===== src/tnlv_pkg.sv =====
// ----------------------------------------------------------------------------
// tnlv_pkg: shared types and constants for the lowest-value list
// Holds the slot entry, the per-cell control and status structs, the
// controller state encoding and the fixed field widths.
// ----------------------------------------------------------------------------
`default_nettype none

package tnlv_pkg;

  localparam int ENERGY_W  = 32;
  localparam int RANK_W    = 6;
  localparam int OUT_POS_W = 16;

  localparam logic signed [ENERGY_W-1:0] EMPTY_LEVEL_RESET = 32'sd999999;

  typedef struct packed {
    logic signed [ENERGY_W-1:0] energy;
    logic                       valid;
  } entry_t;

  // Broadcast from the controller to every cell.
  typedef struct packed {
    logic load;   // an item is accepted this cycle
    logic drop;   // the item equals slot 0 and is discarded
    logic drain;  // readout: every cell takes its successor's entry
  } cell_ctrl_t;

  // Compare results of one cell against the incoming energy.
  typedef struct packed {
    logic ge;     // stored energy >= incoming energy
    logic eq;     // stored energy == incoming energy
  } cell_status_t;

  typedef enum logic [0:0] {
    ST_COLLECT = 1'b0,
    ST_DRAIN   = 1'b1
  } state_t;

endpackage

`default_nettype wire


===== src/tnlv_cell.sv =====
// ----------------------------------------------------------------------------
// tnlv_cell: one slot of the sorted list
// Compares its entry with the incoming energy, then keeps it, takes the new
// value, takes its predecessor's entry, or during readout its successor's.
// ----------------------------------------------------------------------------
`default_nettype none

module tnlv_cell #(
  parameter int POSITION_BITS = 16
) (
  input  wire                                     clk,
  input  wire                                     rst_n,
  input  wire tnlv_pkg::cell_ctrl_t               ctrl,
  input  wire logic signed [tnlv_pkg::ENERGY_W-1:0] new_energy,
  input  wire [POSITION_BITS-1:0]                 new_pos,
  input  wire                                     prev_ge,
  input  wire tnlv_pkg::entry_t                   prev_entry,
  input  wire [POSITION_BITS-1:0]                 prev_pos,
  input  wire tnlv_pkg::entry_t                   next_entry,
  input  wire [POSITION_BITS-1:0]                 next_pos,
  output tnlv_pkg::cell_status_t                  status,
  output tnlv_pkg::entry_t                        entry,
  output logic [POSITION_BITS-1:0]                pos
);

  tnlv_pkg::entry_t           entry_r, entry_nxt;
  logic [POSITION_BITS-1:0]   pos_r, pos_nxt;

  always_comb begin
    status.ge = ($signed(entry_r.energy) >= $signed(new_energy));
    status.eq = (entry_r.energy == new_energy);
  end

  // The list is always sorted, so the insertion slot is the first cell whose
  // entry is not below the new value; every cell after it moves down one.
  always_comb begin
    entry_nxt = entry_r;
    pos_nxt   = pos_r;
    if (ctrl.drain) begin
      entry_nxt = next_entry;
      pos_nxt   = next_pos;
    end else if (ctrl.load && !ctrl.drop) begin
      if (status.ge && !prev_ge) begin
        entry_nxt.energy = new_energy;
        entry_nxt.valid  = 1'b1;
        pos_nxt          = new_pos;
      end else if (prev_ge) begin
        entry_nxt = prev_entry;
        pos_nxt   = prev_pos;
      end
    end
  end

  always_ff @(posedge clk) begin
    if (!rst_n) begin
      entry_r.energy <= tnlv_pkg::EMPTY_LEVEL_RESET;
      entry_r.valid  <= 1'b0;
    end else begin
      entry_r <= entry_nxt;
    end
  end

  always_ff @(posedge clk) begin
    pos_r <= pos_nxt;
  end

  assign entry = entry_r;
  assign pos   = pos_r;

endmodule

`default_nettype wire


===== src/top_n_lowest_values.sv =====
// ----------------------------------------------------------------------------
// top_n_lowest_values: keeps the SLOTS smallest energies of a stream
// A row of compare-and-shift cells holds the list in ascending order, each
// entry tagged with its stream position; a marked last item starts readout.
// ----------------------------------------------------------------------------
// Usage. Energies arrive on the in_ channel (valid/ready) with a last-item
// flag. While collecting, one item is accepted every cycle: each cell compares
// its entry with the new energy in parallel and the list is updated in the
// same cycle. A value equal to the current smallest entry, or above every
// slot, is dropped, but it still takes a stream position. Positions count
// from zero and saturate at the top of their range.
// The item flagged last is inserted first; then in_ready falls and the list
// is read out on the out_ channel, one item per slot in rank order, the last
// one flagged by out_last_result. The first result is valid the cycle after
// the last item is accepted. Readout gives one result per slot, as the row
// shifts one entry toward the output per taken item; a stall simply holds
// the row. The slots shifted in behind are empty, so the list and position
// counter are clear when collection resumes.
// The cfg_ channel writes the empty level, always ready; a new level shows
// in the list at the next clear. Reset clears the list, the position counter
// and sets the empty level to 999999.
// ----------------------------------------------------------------------------
`default_nettype none

module top_n_lowest_values #(
  parameter int SLOTS         = 10,
  parameter int POSITION_BITS = 16
) (
  input  wire                                        clk,
  input  wire                                        rst_n,
  // Input items
  input  wire                                        in_valid,
  output logic                                       in_ready,
  input  wire logic signed [tnlv_pkg::ENERGY_W-1:0]  in_energy,
  input  wire                                        in_last_item,
  // Result items
  output logic                                       out_valid,
  input  wire                                        out_ready,
  output logic [tnlv_pkg::RANK_W-1:0]                out_rank,
  output logic signed [tnlv_pkg::ENERGY_W-1:0]       out_slot_energy_out,
  output logic [tnlv_pkg::OUT_POS_W-1:0]             out_position_out,
  output logic                                       out_filled,
  output logic                                       out_last_result,
  // Empty level register
  input  wire                                        cfg_valid,
  output logic                                       cfg_ready,
  input  wire logic signed [tnlv_pkg::ENERGY_W-1:0]  cfg_empty_level
);

  localparam logic [tnlv_pkg::RANK_W-1:0] LAST_RANK = tnlv_pkg::RANK_W'(SLOTS - 1);

  tnlv_pkg::state_t                     state_r, state_nxt;
  logic [tnlv_pkg::RANK_W-1:0]          rank_r, rank_nxt;
  logic [POSITION_BITS-1:0]             pos_cnt_r, pos_cnt_nxt;
  logic signed [tnlv_pkg::ENERGY_W-1:0] empty_level_r;

  tnlv_pkg::cell_ctrl_t                 ctrl;
  tnlv_pkg::entry_t                     empty_entry;
  logic                                 in_fire, out_fire;

  tnlv_pkg::entry_t                     entry_w  [SLOTS];
  logic [POSITION_BITS-1:0]             pos_w    [SLOTS];
  tnlv_pkg::cell_status_t               status_w [SLOTS];

  assign cfg_ready = 1'b1;

  always_ff @(posedge clk) begin
    if (!rst_n) begin
      empty_level_r <= tnlv_pkg::EMPTY_LEVEL_RESET;
    end else if (cfg_valid && cfg_ready) begin
      empty_level_r <= cfg_empty_level;
    end
  end

  // Entry shifted into the tail during readout: this is what clears the list.
  always_comb begin
    empty_entry.energy = empty_level_r;
    empty_entry.valid  = 1'b0;
  end

  // --------------------------------------------------------------------------
  // Controller: collect items, then drain the row one slot per taken result.
  // --------------------------------------------------------------------------
  always_comb begin
    state_nxt  = state_r;
    rank_nxt   = rank_r;
    in_ready   = 1'b0;
    out_valid  = 1'b0;
    ctrl.load  = 1'b0;
    ctrl.drain = 1'b0;
    // Equal to the smallest entry: the item is discarded.
    ctrl.drop  = status_w[0].eq;
    case (state_r)
      tnlv_pkg::ST_COLLECT: begin
        in_ready  = 1'b1;
        ctrl.load = in_valid;
        rank_nxt  = '0;
        if (in_valid && in_last_item) begin
          state_nxt = tnlv_pkg::ST_DRAIN;
        end
      end
      tnlv_pkg::ST_DRAIN: begin
        out_valid  = 1'b1;
        ctrl.drain = out_ready;
        if (out_ready) begin
          rank_nxt = rank_r + 1'b1;
          if (rank_r == LAST_RANK) begin
            state_nxt = tnlv_pkg::ST_COLLECT;
            rank_nxt  = '0;
          end
        end
      end
      default: begin
        state_nxt = tnlv_pkg::ST_COLLECT;
      end
    endcase
  end

  assign in_fire  = in_valid && in_ready;
  assign out_fire = out_valid && out_ready;

  // The counter restarts after the last item because the list is cleared.
  always_comb begin
    pos_cnt_nxt = pos_cnt_r;
    if (in_fire) begin
      if (in_last_item) begin
        pos_cnt_nxt = '0;
      end else if (pos_cnt_r != '1) begin
        pos_cnt_nxt = pos_cnt_r + 1'b1;
      end
    end
  end

  always_ff @(posedge clk) begin
    if (!rst_n) begin
      state_r   <= tnlv_pkg::ST_COLLECT;
      rank_r    <= '0;
      pos_cnt_r <= '0;
    end else begin
      state_r   <= state_nxt;
      rank_r    <= rank_nxt;
      pos_cnt_r <= pos_cnt_nxt;
    end
  end

  // --------------------------------------------------------------------------
  // Row of cells. Cell 0 holds the smallest energy and feeds the output.
  // --------------------------------------------------------------------------
  for (genvar g = 0; g < SLOTS; g++) begin : g_cell
    tnlv_pkg::entry_t         prev_entry, next_entry;
    logic [POSITION_BITS-1:0] prev_pos, next_pos;
    logic                     prev_ge;

    if (g == 0) begin : g_head
      assign prev_entry = empty_entry;
      assign prev_pos   = '0;
      assign prev_ge    = 1'b0;
    end else begin : g_body
      assign prev_entry = entry_w[g-1];
      assign prev_pos   = pos_w[g-1];
      assign prev_ge    = status_w[g-1].ge;
    end

    if (g == SLOTS - 1) begin : g_tail
      assign next_entry = empty_entry;
      assign next_pos   = '0;
    end else begin : g_link
      assign next_entry = entry_w[g+1];
      assign next_pos   = pos_w[g+1];
    end

    tnlv_cell #(
      .POSITION_BITS (POSITION_BITS)
    ) u_cell (
      .clk        (clk),
      .rst_n      (rst_n),
      .ctrl       (ctrl),
      .new_energy (in_energy),
      .new_pos    (pos_cnt_r),
      .prev_ge    (prev_ge),
      .prev_entry (prev_entry),
      .prev_pos   (prev_pos),
      .next_entry (next_entry),
      .next_pos   (next_pos),
      .status     (status_w[g]),
      .entry      (entry_w[g]),
      .pos        (pos_w[g])
    );
  end

  // Results come straight from the head cell's registers and the rank count.
  assign out_rank            = rank_r;
  assign out_slot_energy_out = entry_w[0].energy;
  assign out_filled          = entry_w[0].valid;
  assign out_position_out    = entry_w[0].valid ? tnlv_pkg::OUT_POS_W'(pos_w[0]) : '0;
  assign out_last_result     = (rank_r == LAST_RANK);

`ifndef SYNTHESIS
  // Collection and readout never overlap.
  a_no_overlap: assert property (@(posedge clk) disable iff (!rst_n)
    !(in_ready && out_valid))
    else $error("input accepted while readout is active");

  // Readout starts at rank 0 right after the last item.
  a_readout_start: assert property (@(posedge clk) disable iff (!rst_n)
    (in_fire && in_last_item) |=> (out_valid && (out_rank == '0)))
    else $error("readout did not start at rank 0");

  // Ranks step by one through the readout.
  a_rank_step: assert property (@(posedge clk) disable iff (!rst_n)
    (out_fire && !out_last_result) |=> (out_rank == $past(out_rank) + 1'b1))
    else $error("rank did not advance by one");

  // The list leaves in ascending order of energy.
  a_sorted: assert property (@(posedge clk) disable iff (!rst_n)
    (out_fire && !out_last_result) |=>
      ($signed(out_slot_energy_out) >= $signed($past(out_slot_energy_out))))
    else $error("readout not in ascending order");
`endif

endmodule

`default_nettype wire


===== config.mk =====
export PLATFORM = sky130hd
export DESIGN_NAME = top_n_lowest_values
export DESIGN_NICKNAME = d
export VERILOG_FILES = /design/src/tnlv_pkg.sv /design/src/tnlv_cell.sv /design/src/top_n_lowest_values.sv
export SDC_FILE = /design/constraint.sdc
export NUM_CORES = 2
export LEC_CHECK = 0
export BUFFER_PORTS_ARGS = -buffer_cell sky130_fd_sc_hd__buf_2
export CAP_MARGIN = 20
export CORE_MARGIN = 2
export CORE_UTILIZATION = 55
export CTS_CLUSTER_DIAMETER = 150
export DETAILED_ROUTE_END_ITERATION = 8
export PLACE_DENSITY = 0.72
export SLEW_MARGIN = 20
export SYNTH_ARGS = -nofsm -noshare
export SYNTH_HDL_FRONTEND = slang
export SYNTH_HIERARCHICAL = 1
export SYNTH_SLANG_ARGS = --single-unit

===== constraint.sdc =====
create_clock -name clk -period 9.1 [get_ports clk]
set_input_delay 0.455 -clock clk [delete_from_list [all_inputs] [get_ports clk]]
set_output_delay 0.455 -clock clk [all_outputs]
set_load 0.03 [all_outputs]

; ---- Yosys cells after proc, flatten, opt, wreduce, memory -nomap -nowiden
; Index checks and enable logic that the tools add are counted.
[classes]
n_mux = 90
n_addsub = 2
eq_ne = 4
bitwise = 2
reduce_logical = 48
n_lt_le_gt_ge = 10
[ops]
columns = cell, n
row1 = $mux 33, 39
row2 = $mux 16, 40
row3 = $ge 32x32->1, 10
row4 = $eq 32x32->1, 1
row5 = $reduce_bool 3->1, 9
row6 = $reduce_and 2->1, 12
row7 = $add 16x1->16 const B, 1
row8 = $ne 16x16->1 const B, 1
row9 = $logic_and 1x1->1, 12
row10 = $mux 6, 2
row11 = $pmux 6 s2, 1
row12 = $logic_not 1->1, 10
row13 = $reduce_bool 2->1, 4
row14 = $mux 1, 7
row15 = $add 6x1->6 const B, 1
row16 = $eq 6x4->1 const B, 1
row17 = $ne 2x2->1 const B, 1
row18 = $not 1->1, 2
row19 = $pmux 1 s2, 1
row20 = $reduce_or 2->1, 1
[word_totals]
register_bits = 545
elab_cells = 190

; ---- Depth between registers and ports, before layout
[depth]
word_depth = 6
depth_mapped = 14
ltp_nobuf = 11

; ---- Modules after synthesis
; Netlist, hierarchy kept.
[modules_own_cells]
columns = module, area_per_inst_um2, instances, cells_each
row1 = tnlv_cell, 4320.4, 10, 522
row2 = top_n_lowest_values, 2661.3, 1, 285

; ---- Worst setup path after synthesis
; OpenSTA, ideal clock, no wires.
[synth_timing]
path_kind = register to register
startpoint = register g_cell[0].u_cell.entry_r, in the netlist g_cell[0].u_cell/entry[32]
endpoint = register g_cell[1].u_cell.pos_r[0], enable pin
synth_period_minus_slack_ps = 3923
setup_ps = 364
arrival_time_ps = 3559
stages_incl_launch_ff = 13
required_time_ps = 8736
path_buffers = 4
setup_slack_ps = 5177
path_cell_list = dfxtp_1 ha_1 nand4_2 nor2_1 a221o_1 o21ai_1 clkbuf_1 nand3_1 clkbuf_1 clkbuf_1 clkbuf_1 o41ai_1 nand2_1
[synth_via]
elab_chain_cells = 5
elab_cells_between_ends = 9
[synth_rtl]
columns = element, line
row1 = start: declaration, tnlv_cell.sv:26  ; tnlv_pkg::entry_t entry_r, entry_nxt;
row2 = start signal: assignment, tnlv_cell.sv:59  ; entry_r <= entry_nxt;
row3 = $ge 32x32->1 *, tnlv_cell.sv:30  ; status.ge = ($signed(entry_r.energy) >= $signed(new_energy));
row4 = named net g_cell[1].prev_ge, top_n_lowest_values.sv:152  ; logic prev_ge;
row5 = $logic_not 1->1, tnlv_cell.sv:43  ; if (status.ge && !prev_ge) begin
row6 = $logic_and 1x1->1, tnlv_cell.sv:43
row7 = $reduce_bool 3->1 (no line) *, n/a
row8 = $reduce_and 2->1 (no line) *, n/a
row9 = end signal: assignment, tnlv_cell.sv:64  ; pos_r <= pos_nxt;
row10 = end: declaration, tnlv_cell.sv:27  ; logic [POSITION_BITS-1:0] pos_r, pos_nxt;
; Mark *: on every way through the listed nets, which the timed path passes. The rest lies on a longest branch.
; A chain may end at the register's enable or synchronous reset.

; ---- Final worst setup path
[layout_timing]
startpoint = register g_cell[7].u_cell.entry_r, in the netlist g_cell[7].u_cell/entry[20]
endpoint = register g_cell[8].u_cell.entry_r, in the netlist g_cell[8].u_cell/entry[30]
[layout_via]
elab_chain_cells = 6
elab_cells_between_ends = 8
[layout_rtl]
columns = element, line
row1 = start: declaration, tnlv_cell.sv:26
row2 = start signal: assignment, tnlv_cell.sv:59
row3 = $ge 32x32->1 *, tnlv_cell.sv:30
row4 = named net g_cell[8].prev_ge, top_n_lowest_values.sv:152
row5 = $logic_not 1->1, tnlv_cell.sv:43
row6 = $logic_and 1x1->1, tnlv_cell.sv:43
row7 = $mux 33, tnlv_cell.sv:43
row8 = $mux 33, tnlv_cell.sv:42  ; end else if (ctrl.load && !ctrl.drop) begin
row9 = $mux 33, tnlv_cell.sv:39  ; if (ctrl.drain) begin
row10 = end signal: assignment, tnlv_cell.sv:59
row11 = end: declaration, tnlv_cell.sv:26
; Mark *: on every way through the listed nets, which the timed path passes. The rest lies on a longest branch. The select of a mux whose other input is x is not followed.

==> metrics.cfg <==
[cts]
clock_path_buffers=3
postCtsResizedCells=0
clk_pin_slew_worst_paths_ps=60
cts_made_buffers=69
htree_levels=3
cts_tree=yes
cts_setup_buffers=0
root_buffer=clkbuf_16
clkSinkCount=545
clkLatencyLatePin_ps=640
postCtsHoldBufs=0

[global_route]
use_met2_pct=59.4
use_met3_pct=10.3
grt_first_pass_wirelength_um=274000
grt_usage_pct=40.9
grt_pass1_vias=43696
grt_max_degree=92
overflow=0
globalRouteMet1Util_pct=55.2
antenna_found_initial=3
busiest_layer=met2

[drt]
route.detailed.drc=0
vias=47921
vias_per_cell=7.45
ant_nets=0
wl_per_cell_um=28.2
routed_wl_um=181000
first_pass_iters=6
first_iter_violations=6199

[critical_path]
critical_path_arrival_ps=5870
cp_max_fo=60
max_stage_delay_ps=1020
slowest_stage=nand4_1
path_class=reg2reg
critPathRequiredTime_ps=9610
reg2reg_slack_ps=3750
worstSetupEndpointType=register
r2r_cells=11
start_kind=register
timing.rr.start=g_cell[7].u_cell/entry[20]
rr_endpoint=g_cell[8].u_cell/entry[30]
cp_cell_sequence=ha_1 -> a21oi_1 -> o21ai_0 -> a221oi_2 -> nand3_1 -> nand3_2 -> buf_4 -> clkinv_1 -> nand4_1 -> nand3_4 -> a221oi_1

[logic_synthesis]
synth_area_per_cell_um2=8.34
netlist_instances=5495
ys.warnings.count=6
netlist_area_um2=45800

[timing]
fin_crit_sh_pct=58.8
tns_ps=0
min_period_ps=5350
whs_ps=29.7
rsz0062_at_grt=no
hold_viol_final=0
finalMaxSlewViolations=0
fmax_mhz=187
setup_violations=0
slew_headroom_pct=10.7
skew_ps=30.9
worst_slew_pin_slew_ps=1320

[floorplan]
die-width_um=293
initial_core_util_pct=55.7
core_area_um2=82200
io_pins=129
placementRows=105
die-height_um=293
die_area_um2=85600

[layout]
areaGrowthSynthToFinish_pct=7.36
nNetsFinal=5697
insertedDiodeCount=0
num-fill-cells=7280
drive_above_1_share_pct=11.4

[pwr]
irDropWorstVdd_uv=127
powerDensity_nw_per_um2=217
p_leak_nw=21.3

[status]
outcome=finished clean

[placed_design]
dp_hpwl_um=125000
place.gp.congestion=1.00
portBuffers=127

[worst_hold_path]
worstHoldEndpoint=empty_level_r[9]
hold_path.class=in2reg
holdPathStages=3
hold_start=cfg_empty_level[9]

[job]
cap_viol_max_count=0

[worst max-delay path: cells and delay by family (launching register included)]
| kind | cells | cell delay, ps |
|---|---|---|
| AND/OR/NAND/NOR | 4 | 1790 |
| flip-flops | 1 | 500 |
| adder cells (fa/ha/maj) | 1 | 330 |
| AO/OA/AOI/OAI | 4 | 1190 |
| buffers and inverters | 2 | 1390 |
[power by group]
part,leakage [nW],internal (W),switching [W]
sequential,4.73,0.00302,0.000628
clock,1.11,0.00166,0.00119
combinational,15.4,0.00156,0.00262
[final cells by class]
type | count | area [µm²] | area share (%)
Timing Repair Buffer | 257 | 1620 | 3.29
Sequential cell | 545 | 12500 | 25.4
Tap cell | 1070 | 1340 | 2.72
Clock buffer | 100 | 1990 | 4.04
Clock inverter | 26 | 294 | 0.598
Multi-Input combinational cell | 4063 | 30000 | 61.1
Inverter | 368 | 1380 | 2.81
[registers in the layout, indices dropped and copies added, names as in the netlist]
name and cells:
empty_level_r 32, g_cell.u_cell/entry 330, g_cell.u_cell/pos 160, out_rank 6
pos_cnt_r 16, state_r 1
[metal layers]
layer,up-vias,routed length (µm)
met5,-,50
met4,8,11900
met3,621,23400
met2,3333,75000
met1,22594,70900
li1,21365,-
[worst max path at each step]
stage,start,end,cells after the start
floorplan,g_cell[0].u_cell/entry[32],g_cell[1].u_cell/pos[0],12
global placement,in_energy[31],g_cell[8].u_cell/entry[25],12
detailed placement,in_energy[31],g_cell[8].u_cell/entry[30],12
CTS,g_cell[7].u_cell/entry[20],g_cell[8].u_cell/entry[30],11
global route,g_cell[7].u_cell/entry[15],g_cell[8].u_cell/entry[30],11
finish,g_cell[7].u_cell/entry[20],g_cell[8].u_cell/entry[30],11
[layout by cell type (no fill, tap or decap), types with 121 or more instances in the layout]
cell type	instances
o41ai_1	131
ha_1	323
a41o_1	320
buf_4	129
a21oi_1	273
o311ai_0	165
a31oi_1	175
nand4_1	234
buf_2	127
o221ai_1	200
nor2_1	548
edfxtp_1	160
mux2i_1	153
o21ai_0	184
and3_1	192
a2bb2oi_1	121
inv_1	348
dfxtp_1	385
nand2_1	420
[through the flow]
step	cell area [µm²]	instances	total power, W	worst slack (ps)	utilization [%]
3_5_place_dp	46900	6303	0.00767	3460	57.0
3_3_place_gp	46900	6302	0.00758	3600	57.0
6_report	49200	6429	0.0107	3750	59.8
4_1_cts	49200	6429	0.0105	4000	59.8
5_1_grt	49200	6429	0.0111	3620	59.8
2_1_floorplan	45900	5529	0.00648	5180	-
Note: power is estimated with default switching activity, not from simulation.
